==> config.mk <==
export PLATFORM = sky130hd
export DESIGN_NAME = flight_phase_detector_top
export DESIGN_NICKNAME = d
export VERILOG_FILES = /design/src/hw/rtl/fpd_pkg.sv /design/src/hw/rtl/flight_phase_detector_top.sv
export SDC_FILE = /design/constraint.sdc
export NUM_CORES = 2
export LEC_CHECK = 0
export BUFFER_PORTS_ARGS = -buffer_cell sky130_fd_sc_hd__buf_2
export CORE_ASPECT_RATIO = 0.7
export CORE_MARGIN = 8
export CORE_UTILIZATION = 70
export DETAILED_ROUTE_END_ITERATION = 10
export GPL_TIMING_DRIVEN = 0
export MAX_ROUTING_LAYER = met4
export PLACE_DENSITY = 0.88
export SETUP_SLACK_MARGIN = 0.5
export SYNTH_ARGS = -nofsm -noshare
export SYNTH_HDL_FRONTEND = slang
export SYNTH_SLANG_ARGS = --single-unit
==> constraint.sdc <==
create_clock -name clock -period 14.6 [get_ports clock]
set_clock_uncertainty 0.15 [all_clocks]
set_input_delay 2.92 -clock clock [delete_from_list [all_inputs] [get_ports clock]]
set_output_delay 2.92 -clock clock [all_outputs]
set_load 0.01 [all_outputs]
==> src/hw/rtl/fpd_pkg.sv <==
`timescale 1ns / 1ps

package fpd_pkg;

   localparam int TIME_W  = 32;
   localparam int ACCEL_W = 16;
   localparam int ALT_W   = 24;
   localparam int PHASE_W = 3;
   localparam int MAG_W   = 32;
   localparam int SQ_W    = 31;
   localparam int CSR_ADDR_W = 3;
   localparam int CSR_DATA_W = 23;
   localparam int LEVEL_W    = 16;
   localparam int MS_W       = 16;
   localparam int COUNT_W    = 8;
   localparam int LAND_ALT_W = 23;
   localparam int REQ_DATA_W = 104;
   localparam int RSP_DATA_W = 8;

   localparam logic [PHASE_W-1:0] PH_GROUND  = 3'd0;
   localparam logic [PHASE_W-1:0] PH_POWERED = 3'd1;
   localparam logic [PHASE_W-1:0] PH_COAST   = 3'd2;
   localparam logic [PHASE_W-1:0] PH_DESCEND = 3'd3;
   localparam logic [PHASE_W-1:0] PH_LANDED  = 3'd4;

   localparam logic [CSR_ADDR_W-1:0] CSR_LAUNCH_LEVEL  = 3'd0;
   localparam logic [CSR_ADDR_W-1:0] CSR_CUTOFF_LEVEL  = 3'd1;
   localparam logic [CSR_ADDR_W-1:0] CSR_HOLD_TIME     = 3'd2;
   localparam logic [CSR_ADDR_W-1:0] CSR_APOGEE_INTVL  = 3'd3;
   localparam logic [CSR_ADDR_W-1:0] CSR_APOGEE_COUNT  = 3'd4;
   localparam logic [CSR_ADDR_W-1:0] CSR_LAND_LEVEL    = 3'd5;
   localparam logic [CSR_ADDR_W-1:0] CSR_LAND_CONFIRM  = 3'd6;

   localparam logic [LEVEL_W-1:0]    RST_LAUNCH_LEVEL = 16'd3000;
   localparam logic [LEVEL_W-1:0]    RST_CUTOFF_LEVEL = 16'd1200;
   localparam logic [MS_W-1:0]       RST_HOLD_TIME    = 16'd100;
   localparam logic [MS_W-1:0]       RST_APOGEE_INTVL = 16'd100;
   localparam logic [COUNT_W-1:0]    RST_APOGEE_COUNT = 8'd3;
   localparam logic [LAND_ALT_W-1:0] RST_LAND_LEVEL   = 23'd100;
   localparam logic [MS_W-1:0]       RST_LAND_CONFIRM = 16'd5000;

   localparam logic [COUNT_W-1:0] FALL_MAX = 8'd255;

endpackage

==> src/hw/rtl/flight_phase_detector_top.sv <==
`timescale 1ns / 1ps

// flight phase detector
// req channel: one sensor sample per request (timestamp, acceleration vector,
//   altitude in tdata, accelerometer-valid flag in tuser)
// rsp channel: one result per request, the phase after that sample and a
//   flag that the sample caused a phase change
// csr port: plain register writes, only while no request is in flight
// result path: a taken request passes the input register, square stage,
//   sum stage and state update into the result register, which drives
//   rsp_tvalid
// throughput: one request per cycle while rsp_tready does not stall; the state
//   update is combinational compares against the flight state registers
// reset: phase returns to ground idle, all timers and counters clear and the
//   registers take their default values
// rsp stall: the stages fill up behind the result register; req_tready drops
//   only once every stage holds a request
module flight_phase_detector_top
   import fpd_pkg::*;
(
   input  logic                  clock,
   input  logic                  reset,
   input  logic                  req_tvalid,
   output logic                  req_tready,
   // time_ms, accel_x, accel_y, accel_z, altitude
   input  logic [REQ_DATA_W-1:0] req_tdata,
   // accel_valid
   input  logic                  req_tuser,
   output logic                  rsp_tvalid,
   input  logic                  rsp_tready,
   // phase, phase_changed, zero fill
   output logic [RSP_DATA_W-1:0] rsp_tdata,
   input  logic                  csr_we,
   input  logic [CSR_ADDR_W-1:0] csr_addr,
   input  logic [CSR_DATA_W-1:0] csr_wdata
);

   // configuration
   logic [LEVEL_W-1:0]    launch_level_ff, cutoff_level_ff;
   logic [MS_W-1:0]       hold_time_ff, apogee_intvl_ff, land_confirm_ff;
   logic [COUNT_W-1:0]    apogee_count_ff;
   logic [LAND_ALT_W-1:0] land_level_ff;
   logic [MAG_W-1:0]      launch_lim_ff, cutoff_lim_ff;

   always_ff @(posedge clock) begin
      if (reset) begin
         launch_level_ff <= RST_LAUNCH_LEVEL;
         cutoff_level_ff <= RST_CUTOFF_LEVEL;
         hold_time_ff    <= RST_HOLD_TIME;
         apogee_intvl_ff <= RST_APOGEE_INTVL;
         apogee_count_ff <= RST_APOGEE_COUNT;
         land_level_ff   <= RST_LAND_LEVEL;
         land_confirm_ff <= RST_LAND_CONFIRM;
      end else if (csr_we) begin
         case (csr_addr)
            CSR_LAUNCH_LEVEL: launch_level_ff <= csr_wdata[LEVEL_W-1:0];
            CSR_CUTOFF_LEVEL: cutoff_level_ff <= csr_wdata[LEVEL_W-1:0];
            CSR_HOLD_TIME:    hold_time_ff    <= csr_wdata[MS_W-1:0];
            CSR_APOGEE_INTVL: apogee_intvl_ff <= csr_wdata[MS_W-1:0];
            CSR_APOGEE_COUNT: apogee_count_ff <= csr_wdata[COUNT_W-1:0];
            CSR_LAND_LEVEL:   land_level_ff   <= csr_wdata[LAND_ALT_W-1:0];
            CSR_LAND_CONFIRM: land_confirm_ff <= csr_wdata[MS_W-1:0];
            default: ;
         endcase
      end
   end

   logic [MAG_W-1:0] launch_lim_in, cutoff_lim_in;
   assign launch_lim_in = MAG_W'(launch_level_ff) * MAG_W'(launch_level_ff);
   assign cutoff_lim_in = MAG_W'(cutoff_level_ff) * MAG_W'(cutoff_level_ff);

   always_ff @(posedge clock) begin
      launch_lim_ff <= launch_lim_in;
      cutoff_lim_ff <= cutoff_lim_in;
   end

   // pipeline control
   logic s1_valid_ff, s2_valid_ff, s3_valid_ff, rsp_valid_ff;
   logic adv2, adv3, adv_out, req_accept;

   assign adv_out    = s3_valid_ff && (!rsp_valid_ff || rsp_tready);
   assign adv3       = s2_valid_ff && (!s3_valid_ff || adv_out);
   assign adv2       = s1_valid_ff && (!s2_valid_ff || adv3);
   assign req_tready = !s1_valid_ff || adv2;
   assign req_accept = req_tvalid && req_tready;

   always_ff @(posedge clock) begin
      if (reset) begin
         s1_valid_ff  <= 1'b0;
         s2_valid_ff  <= 1'b0;
         s3_valid_ff  <= 1'b0;
         rsp_valid_ff <= 1'b0;
      end else begin
         if (req_accept)
            s1_valid_ff <= 1'b1;
         else if (adv2)
            s1_valid_ff <= 1'b0;
         if (adv2)
            s2_valid_ff <= 1'b1;
         else if (adv3)
            s2_valid_ff <= 1'b0;
         if (adv3)
            s3_valid_ff <= 1'b1;
         else if (adv_out)
            s3_valid_ff <= 1'b0;
         if (adv_out)
            rsp_valid_ff <= 1'b1;
         else if (rsp_tready)
            rsp_valid_ff <= 1'b0;
      end
   end

   // stage 1: input register
   logic [TIME_W-1:0]         s1_time_ff;
   logic                      s1_av_ff;
   logic signed [ACCEL_W-1:0] s1_x_ff, s1_y_ff, s1_z_ff;
   logic signed [ALT_W-1:0]   s1_alt_ff;

   always_ff @(posedge clock) begin
      if (req_accept) begin
         s1_time_ff <= req_tdata[31:0];
         s1_x_ff    <= req_tdata[47:32];
         s1_y_ff    <= req_tdata[63:48];
         s1_z_ff    <= req_tdata[79:64];
         s1_alt_ff  <= req_tdata[103:80];
         s1_av_ff   <= req_tuser;
      end
   end

   // stage 2: squares
   logic signed [MAG_W-1:0] prod_x, prod_y, prod_z;
   assign prod_x = MAG_W'(s1_x_ff) * MAG_W'(s1_x_ff);
   assign prod_y = MAG_W'(s1_y_ff) * MAG_W'(s1_y_ff);
   assign prod_z = MAG_W'(s1_z_ff) * MAG_W'(s1_z_ff);

   logic [TIME_W-1:0]       s2_time_ff;
   logic                    s2_av_ff;
   logic [SQ_W-1:0]         s2_sqx_ff, s2_sqy_ff, s2_sqz_ff;
   logic signed [ALT_W-1:0] s2_alt_ff;

   always_ff @(posedge clock) begin
      if (adv2) begin
         s2_time_ff <= s1_time_ff;
         s2_av_ff   <= s1_av_ff;
         s2_alt_ff  <= s1_alt_ff;
         s2_sqx_ff  <= prod_x[SQ_W-1:0];
         s2_sqy_ff  <= prod_y[SQ_W-1:0];
         s2_sqz_ff  <= prod_z[SQ_W-1:0];
      end
   end

   // stage 3: magnitude squared
   logic [MAG_W-1:0] mag_in;
   assign mag_in = {1'b0, s2_sqx_ff} + {1'b0, s2_sqy_ff} + {1'b0, s2_sqz_ff};

   logic [TIME_W-1:0]       s3_time_ff;
   logic                    s3_av_ff;
   logic [MAG_W-1:0]        s3_mag_ff;
   logic signed [ALT_W-1:0] s3_alt_ff;

   always_ff @(posedge clock) begin
      if (adv3) begin
         s3_time_ff <= s2_time_ff;
         s3_av_ff   <= s2_av_ff;
         s3_alt_ff  <= s2_alt_ff;
         s3_mag_ff  <= mag_in;
      end
   end

   // flight state
   logic [PHASE_W-1:0]      phase_ff, phase_in;
   logic                    launch_run_ff, launch_run_in;
   logic [TIME_W-1:0]       launch_start_ff, launch_start_in;
   logic                    cutoff_run_ff, cutoff_run_in;
   logic [TIME_W-1:0]       cutoff_start_ff, cutoff_start_in;
   logic [TIME_W-1:0]       last_check_ff, last_check_in;
   logic signed [ALT_W-1:0] prev_alt_ff, prev_alt_in;
   logic [COUNT_W-1:0]      falling_ff, falling_in;
   logic                    land_run_ff, land_run_in;
   logic [TIME_W-1:0]       land_start_ff, land_start_in;
   logic [MAG_W-1:0]        held_mag_ff, held_mag_in;

   logic [TIME_W-1:0]  dt_launch, dt_cutoff, dt_check, dt_land;
   logic [COUNT_W-1:0] falling_inc;

   assign dt_launch   = s3_time_ff - launch_start_ff;
   assign dt_cutoff   = s3_time_ff - cutoff_start_ff;
   assign dt_check    = s3_time_ff - last_check_ff;
   assign dt_land     = s3_time_ff - land_start_ff;
   assign falling_inc = (falling_ff < FALL_MAX) ? falling_ff + 8'd1 : falling_ff;

   always_comb begin
      phase_in        = phase_ff;
      launch_run_in   = launch_run_ff;
      launch_start_in = launch_start_ff;
      cutoff_run_in   = cutoff_run_ff;
      cutoff_start_in = cutoff_start_ff;
      last_check_in   = last_check_ff;
      prev_alt_in     = prev_alt_ff;
      falling_in      = falling_ff;
      land_run_in     = land_run_ff;
      land_start_in   = land_start_ff;
      held_mag_in     = s3_av_ff ? s3_mag_ff : held_mag_ff;
      case (phase_ff)
         PH_GROUND: begin
            if (s3_av_ff) begin
               if (s3_mag_ff > launch_lim_ff) begin
                  if (!launch_run_ff) begin
                     launch_run_in   = 1'b1;
                     launch_start_in = s3_time_ff;
                  end else if (dt_launch >= {16'd0, hold_time_ff}) begin
                     phase_in = PH_POWERED;
                  end
               end else begin
                  launch_run_in = 1'b0;
               end
            end
         end
         PH_POWERED: begin
            if (held_mag_in <= cutoff_lim_ff) begin
               if (!cutoff_run_ff) begin
                  cutoff_run_in   = 1'b1;
                  cutoff_start_in = s3_time_ff;
               end else if (dt_cutoff >= {16'd0, hold_time_ff}) begin
                  phase_in = PH_COAST;
               end
            end else begin
               cutoff_run_in = 1'b0;
            end
         end
         PH_COAST: begin
            if (dt_check >= {16'd0, apogee_intvl_ff}) begin
               if (s3_alt_ff < prev_alt_ff) begin
                  falling_in = falling_inc;
                  if (falling_inc >= apogee_count_ff) begin
                     phase_in = PH_DESCEND;
                  end else begin
                     prev_alt_in   = s3_alt_ff;
                     last_check_in = s3_time_ff;
                  end
               end else begin
                  falling_in    = '0;
                  prev_alt_in   = s3_alt_ff;
                  last_check_in = s3_time_ff;
               end
            end
         end
         PH_DESCEND: begin
            if (s3_alt_ff < $signed({1'b0, land_level_ff})) begin
               if (!land_run_ff) begin
                  land_run_in   = 1'b1;
                  land_start_in = s3_time_ff;
               end else if (dt_land >= {16'd0, land_confirm_ff}) begin
                  phase_in = PH_LANDED;
               end
            end else begin
               land_run_in = 1'b0;
            end
         end
         default: ;
      endcase
   end

   logic rsp_changed_ff;

   always_ff @(posedge clock) begin
      if (reset) begin
         phase_ff        <= PH_GROUND;
         launch_run_ff   <= 1'b0;
         launch_start_ff <= '0;
         cutoff_run_ff   <= 1'b0;
         cutoff_start_ff <= '0;
         last_check_ff   <= '0;
         prev_alt_ff     <= '0;
         falling_ff      <= '0;
         land_run_ff     <= 1'b0;
         land_start_ff   <= '0;
         held_mag_ff     <= '0;
         rsp_changed_ff  <= 1'b0;
      end else if (adv_out) begin
         phase_ff        <= phase_in;
         launch_run_ff   <= launch_run_in;
         launch_start_ff <= launch_start_in;
         cutoff_run_ff   <= cutoff_run_in;
         cutoff_start_ff <= cutoff_start_in;
         last_check_ff   <= last_check_in;
         prev_alt_ff     <= prev_alt_in;
         falling_ff      <= falling_in;
         land_run_ff     <= land_run_in;
         land_start_ff   <= land_start_in;
         held_mag_ff     <= held_mag_in;
         rsp_changed_ff  <= (phase_in != phase_ff);
      end
   end

   // result register holds the phase after the last processed request
   assign rsp_tvalid = rsp_valid_ff;
   assign rsp_tdata  = {4'd0, rsp_changed_ff, phase_ff};

`ifndef ASSERT_OFF
   a_landed_final: assert property (@(posedge clock) disable iff (reset)
      (phase_ff == PH_LANDED) |=> (phase_ff == PH_LANDED))
      else $error("phase left landed");

   a_phase_step: assert property (@(posedge clock) disable iff (reset)
      (!$past(reset) && phase_ff != $past(phase_ff))
         |-> (phase_ff == $past(phase_ff) + 3'd1))
      else $error("phase skipped or went back");

   a_changed_not_ground: assert property (@(posedge clock) disable iff (reset)
      (rsp_valid_ff && rsp_changed_ff) |-> (phase_ff != PH_GROUND))
      else $error("change reported into ground idle");

   a_held_mag: assert property (@(posedge clock) disable iff (reset)
      !(adv_out && s3_av_ff) |=> $stable(held_mag_ff))
      else $error("held magnitude changed without a valid sample");

   a_falling_phase: assert property (@(posedge clock) disable iff (reset)
      (falling_ff != '0) |-> (phase_ff == PH_COAST || phase_ff == PH_DESCEND ||
                              phase_ff == PH_LANDED))
      else $error("falling count before coasting");
`endif

endmodule

==> impl_metrics.xml <==
<?xml version="1.0" encoding="UTF-8"?>
<metrics>
  <group name="timing">
    <metric name="setup_total_negative_slack" unit="ns">0</metric>
    <metric name="finalCriticalPeriod" unit="ns">8.65</metric>
    <metric name="final_max_tran_viols" unit="">0</metric>
    <metric name="max_freq" unit="GHz">0.116</metric>
    <metric name="slew-limit-headroom" unit="%">9.57</metric>
    <metric name="worst_pin_slew" unit="ns">1.34</metric>
    <metric name="hold_viol_final" unit="">0</metric>
    <metric name="period_share" unit="%">59.2</metric>
    <metric name="grt_setup_unrepaired" unit="">no</metric>
    <metric name="setup_violations" unit="">0</metric>
  </group>
  <group name="global_routing">
    <metric name="first_global_vias" unit="">61500</metric>
    <metric name="grt.total_usage" unit="%">35.5</metric>
    <metric name="largest_net_degree_at_the_start_of_global_routing" unit="">36</metric>
    <metric name="grt_first_pass_wirelength" unit="mm">329</metric>
    <metric name="antenna_found_initial" unit="">10</metric>
    <metric name="grt.overflow.total" unit="">0</metric>
  </group>
  <group name="critical_path">
    <metric name="crit_required" unit="ns">14.87</metric>
    <metric name="cp_max_fo" unit="">10</metric>
    <metric name="timing.reg2reg.worst_path_depth" unit="">23</metric>
    <metric name="crit_path_category" unit="">flop to flop</metric>
    <metric name="critical_path.reg2reg.endpoint" unit="">s2_sqz_ff[24]</metric>
    <metric name="worst_r2r_startpoint" unit="">s1_z_ff[1]</metric>
    <metric name="worst-endpoint-arrival" unit="ns">8.92</metric>
    <metric name="timing.reg2reg.setup_slack" unit="ns">5.95</metric>
    <metric name="crit_path_start_kind" unit="">flop</metric>
    <metric name="timing.critical_path.to_type" unit="">flop</metric>
  </group>
  <group name="yosys">
    <metric name="post_synth_xor_area_fraction" unit="%">3.29</metric>
    <metric name="synth_cell_area" unit="um^2">77000</metric>
    <metric name="synth.yosys.seq_area_share" unit="%">23.1</metric>
    <metric name="synthSimpleGateAreaFrac" unit="%">11.8</metric>
    <metric name="synth_enable_flop_cells" unit="">341</metric>
    <metric name="syn_avg_cell_area" unit="um^2">9.56</metric>
    <metric name="synth_top_family_by_area" unit="">adder cells</metric>
    <metric name="ys.warnings.count" unit="">0</metric>
    <metric name="asyncSetResetFlopFracSynth" unit="%">0</metric>
    <metric name="synthesis_stage_register_bit_count" unit="">717</metric>
    <metric name="complex_gate_fraction_of_the_synthesized_area" unit="%">8.90</metric>
    <metric name="adder_cell_fraction_of_synth_area" unit="%">40.4</metric>
    <metric name="post_synth_inst_count" unit="">8057</metric>
    <metric name="synth_ff_type" unit="">dfxtp_1</metric>
    <metric name="unique_masters_post_synth" unit="">100</metric>
    <metric name="synth_mux_area_share" unit="%">2.79</metric>
  </group>
  <group name="route">
    <metric name="via_cell_ratio" unit="">5.97</metric>
    <metric name="drt_first_pass_iters" unit="">8</metric>
    <metric name="via_count" unit="">58500</metric>
    <metric name="drt_iter0_markers" unit="">6241</metric>
    <metric name="total_length_of_routed_wires" unit="mm">207</metric>
    <metric name="detail_route.wl_per_cell" unit="um">21.1</metric>
    <metric name="postRouteAntennaNets" unit="">0</metric>
    <metric name="detailed_route_drc_error_count" unit="">0</metric>
  </group>
  <group name="clocking">
    <metric name="postCtsSetupBuffers" unit="">0</metric>
    <metric name="cts.path.max_buffers" unit="">3</metric>
    <metric name="cts_tree" unit="">built</metric>
    <metric name="h-tree-depth" unit="">3</metric>
    <metric name="clock_insertion_delay_worst_skew" unit="ns">0.68</metric>
    <metric name="cts_sinks" unit="">717</metric>
    <metric name="cts_hold_buf" unit="">0</metric>
    <metric name="path_clk_slew" unit="ns">0.06</metric>
    <metric name="clk_root_buffer_cell" unit="">clkbuf_16</metric>
    <metric name="cts_inserted_buffers" unit="">75</metric>
    <metric name="cts.repair.resized" unit="">0</metric>
  </group>
  <group name="layout">
    <metric name="seqCellArea" unit="um^2">17800</metric>
    <metric name="syn2layout_area_growth" unit="%">6.83</metric>
    <metric name="nNetsFinal" unit="">10300</metric>
    <metric name="drive_gt1_share" unit="%">4.58</metric>
    <metric name="multi_input_comb_area" unit="um^2">51800</metric>
    <metric name="nFillCells" unit="">7260</metric>
  </group>
  <group name="outcome">
    <metric name="run_status" unit="">finished clean</metric>
  </group>
  <group name="die">
    <metric name="die_x" unit="um">412</metric>
    <metric name="die_y" unit="um">293</metric>
    <metric name="design.die.area" unit="um^2">121000</metric>
    <metric name="standard_cell_core_area" unit="um^2">109000</metric>
    <metric name="design.portCount" unit="">146</metric>
    <metric name="fp-row-count" unit="">101</metric>
    <metric name="initial_core_util" unit="%">70.8</metric>
  </group>
  <group name="worst_hold_path">
    <metric name="hold_depth" unit="">0</metric>
    <metric name="hold_path.class" unit="">flop to flop</metric>
    <metric name="holdPathEnd" unit="">s3_time_ff[5]</metric>
    <metric name="worst_hold_startpoint" unit="">s2_time_ff[5]</metric>
  </group>
  <group name="placement">
    <metric name="globalplace.congestion" unit="">1.04</metric>
    <metric name="post-dp-hpwl" unit="mm">165</metric>
    <metric name="numPortBuffers" unit="">138</metric>
  </group>
  <group name="flow_run">
    <metric name="timing.max_cap.violations" unit="">0</metric>
  </group>
</metrics>
-- layout make-up --
cell class,instances,area share (%)
Multi-Input combinational cell,5361,62.9
Sequential cell,717,21.6
Inverter,1764,8.05
Clock buffer,102,2.53
Tap cell,1442,2.19
Timing Repair Buffer,151,1.15
Buffer,221,1.10
Clock inverter,33,0.441
Antenna cell,6,0.0183
-- per-stage QoR --
step / hold WS [ns] / setup slack [ns] / instances / util (%) / cell area (um^2)
after floorplan: 0.224 / 4.07 / 8063 / - / 77000
after global placement: 0.251 / 0.644 / 9643 / 73.1 / 79500
after detailed placement: 0.255 / 6.23 / 9655 / 73.3 / 79800
after CTS: 0.259 / 6.18 / 9790 / 75.6 / 82200
after global routing: 0.267 / 5.86 / 9794 / 75.6 / 82200
final: 0.263 / 5.95 / 9797 / 75.6 / 82300
-- synthesized netlist by cell type (all sizes together) (69+ instances only) --
cell / count / share of area (%)
a21oi: 414 / 2.7
a21o: 159 / 1.6
mux2i: 169 / 2.2
nand2: 734 / 3.6
nor2b: 69 / 0.56
ha: 778 / 13
xnor2: 213 / 2.4
edfxtp: 341 / 13
clkbuf: 201 / 0.98
xor2: 76 / 0.86
inv: 1764 / 8.6
o21ai: 143 / 0.94
nand3: 81 / 0.53
nand2b: 72 / 0.58
fa: 1066 / 28
and2: 243 / 2.0
dfxtp: 376 / 9.8
nor2: 493 / 2.4
-- state kept, by name (all words and copies together) (netlist names), 30 cells and up --
signal / flops
last_check_ff: 32
s1_time_ff: 32
land_start_ff: 32
launch_start_ff: 32
cutoff_lim_ff: 31
s2_sqx_ff: 30
held_mag_ff: 32
cutoff_start_ff: 32
launch_lim_ff: 31
s2_time_ff: 32
s2_sqz_ff: 30
s2_sqy_ff: 30
s3_mag_ff: 32
s3_time_ff: 32
-- logic make-up (layout without fill, tap and decap cells) --
logic type	Yosys count	after routing
AOI/OAI and AO/OA	1057	1057
xor gates and xnor gates	289	289
adders and majority gates	1844	1844
buffers and inverters	1985	2271
DFF	717	717
muxes	209	209
other	1	13
and+or+nand+nor	1955	1955
-- worst max-delay path, stage by stage, from the launching register on --
cell and delay [ns]:
edfxtp_1 0.32, clkbuf_1 0.48, clkbuf_1 0.60, nand2_1 0.23, fa_1 0.53, fa_1 0.57
inv_1 0.07, fa_1 0.48, fa_1 0.55, inv_1 0.05, fa_1 0.48, inv_1 0.05
fa_1 0.48, ha_1 0.35, a21o_1 0.19, a21oi_1 0.32, o21a_1 0.19, a311oi_1 0.09
o41ai_1 1.17, nor2b_1 0.15, o21a_1 0.26, o31ai_1 0.36, a21oi_1 0.14, xor2_1 0.16
-- worst max-delay path by stage --
stage	start	end	slack (ns)	cells past startpoint
floorplan	rsp_tready	s2_alt_ff[0]	4.07	3
global placement	rsp_tready	s2_sqz_ff[29]	0.64	4
detailed placement	s1_z_ff[1]	s2_sqz_ff[24]	6.23	23
CTS	s1_z_ff[1]	s2_sqz_ff[24]	6.18	23
global route	s1_z_ff[1]	s2_sqz_ff[24]	5.86	23
finish	s1_z_ff[1]	s2_sqz_ff[24]	5.95	23
-- routing by layer --
layer  up-vias  share of wire, %  global-route usage (%)
met1     28600                39                    46.4
met4         0               4.5                    13.5
met5         -                 0                       -
met3       661                12                    8.94
li1      26100                 -                       -
met2      3154                44                    53.7
-- placed cells by master (no fill, tap or decap), types with 10 or more instances in the layout --
master	Yosys	layout
and2_1	242	242
clkbuf_1	201	220
mux2i_1	169	169
dfxtp_1	376	376
nor4_1	14	14
xor2_1	76	76
nand4_1	64	64
xnor2_1	213	213
a211o_1	23	23
a211oi_1	37	37
nor2_1	492	492
nand2_1	733	733
o21bai_1	35	35
o211ai_1	22	22
clkbuf_16	0	77
a21o_1	158	158
mux2_2	37	37
nand3_1	80	80
edfxtp_1	341	341
o21ai_0	132	132
fa_1	1066	1066
o21a_1	55	55
and4_1	10	10
o31ai_1	19	19
or2_2	16	16
nor2b_1	69	68
inv_1	1764	1764
nor3_1	66	66
and3_1	34	34
buf_12	0	11
nand3b_1	18	18
nand2b_1	72	72
a2111oi_0	10	10
ha_1	778	778
buf_2	6	144
or3_1	16	16
a21oi_1	412	411
a31oi_1	30	30
Power is left out: the tool's default activity adds up to more than one toggle a clock period on the data nets, which glitch-free logic cannot reach.
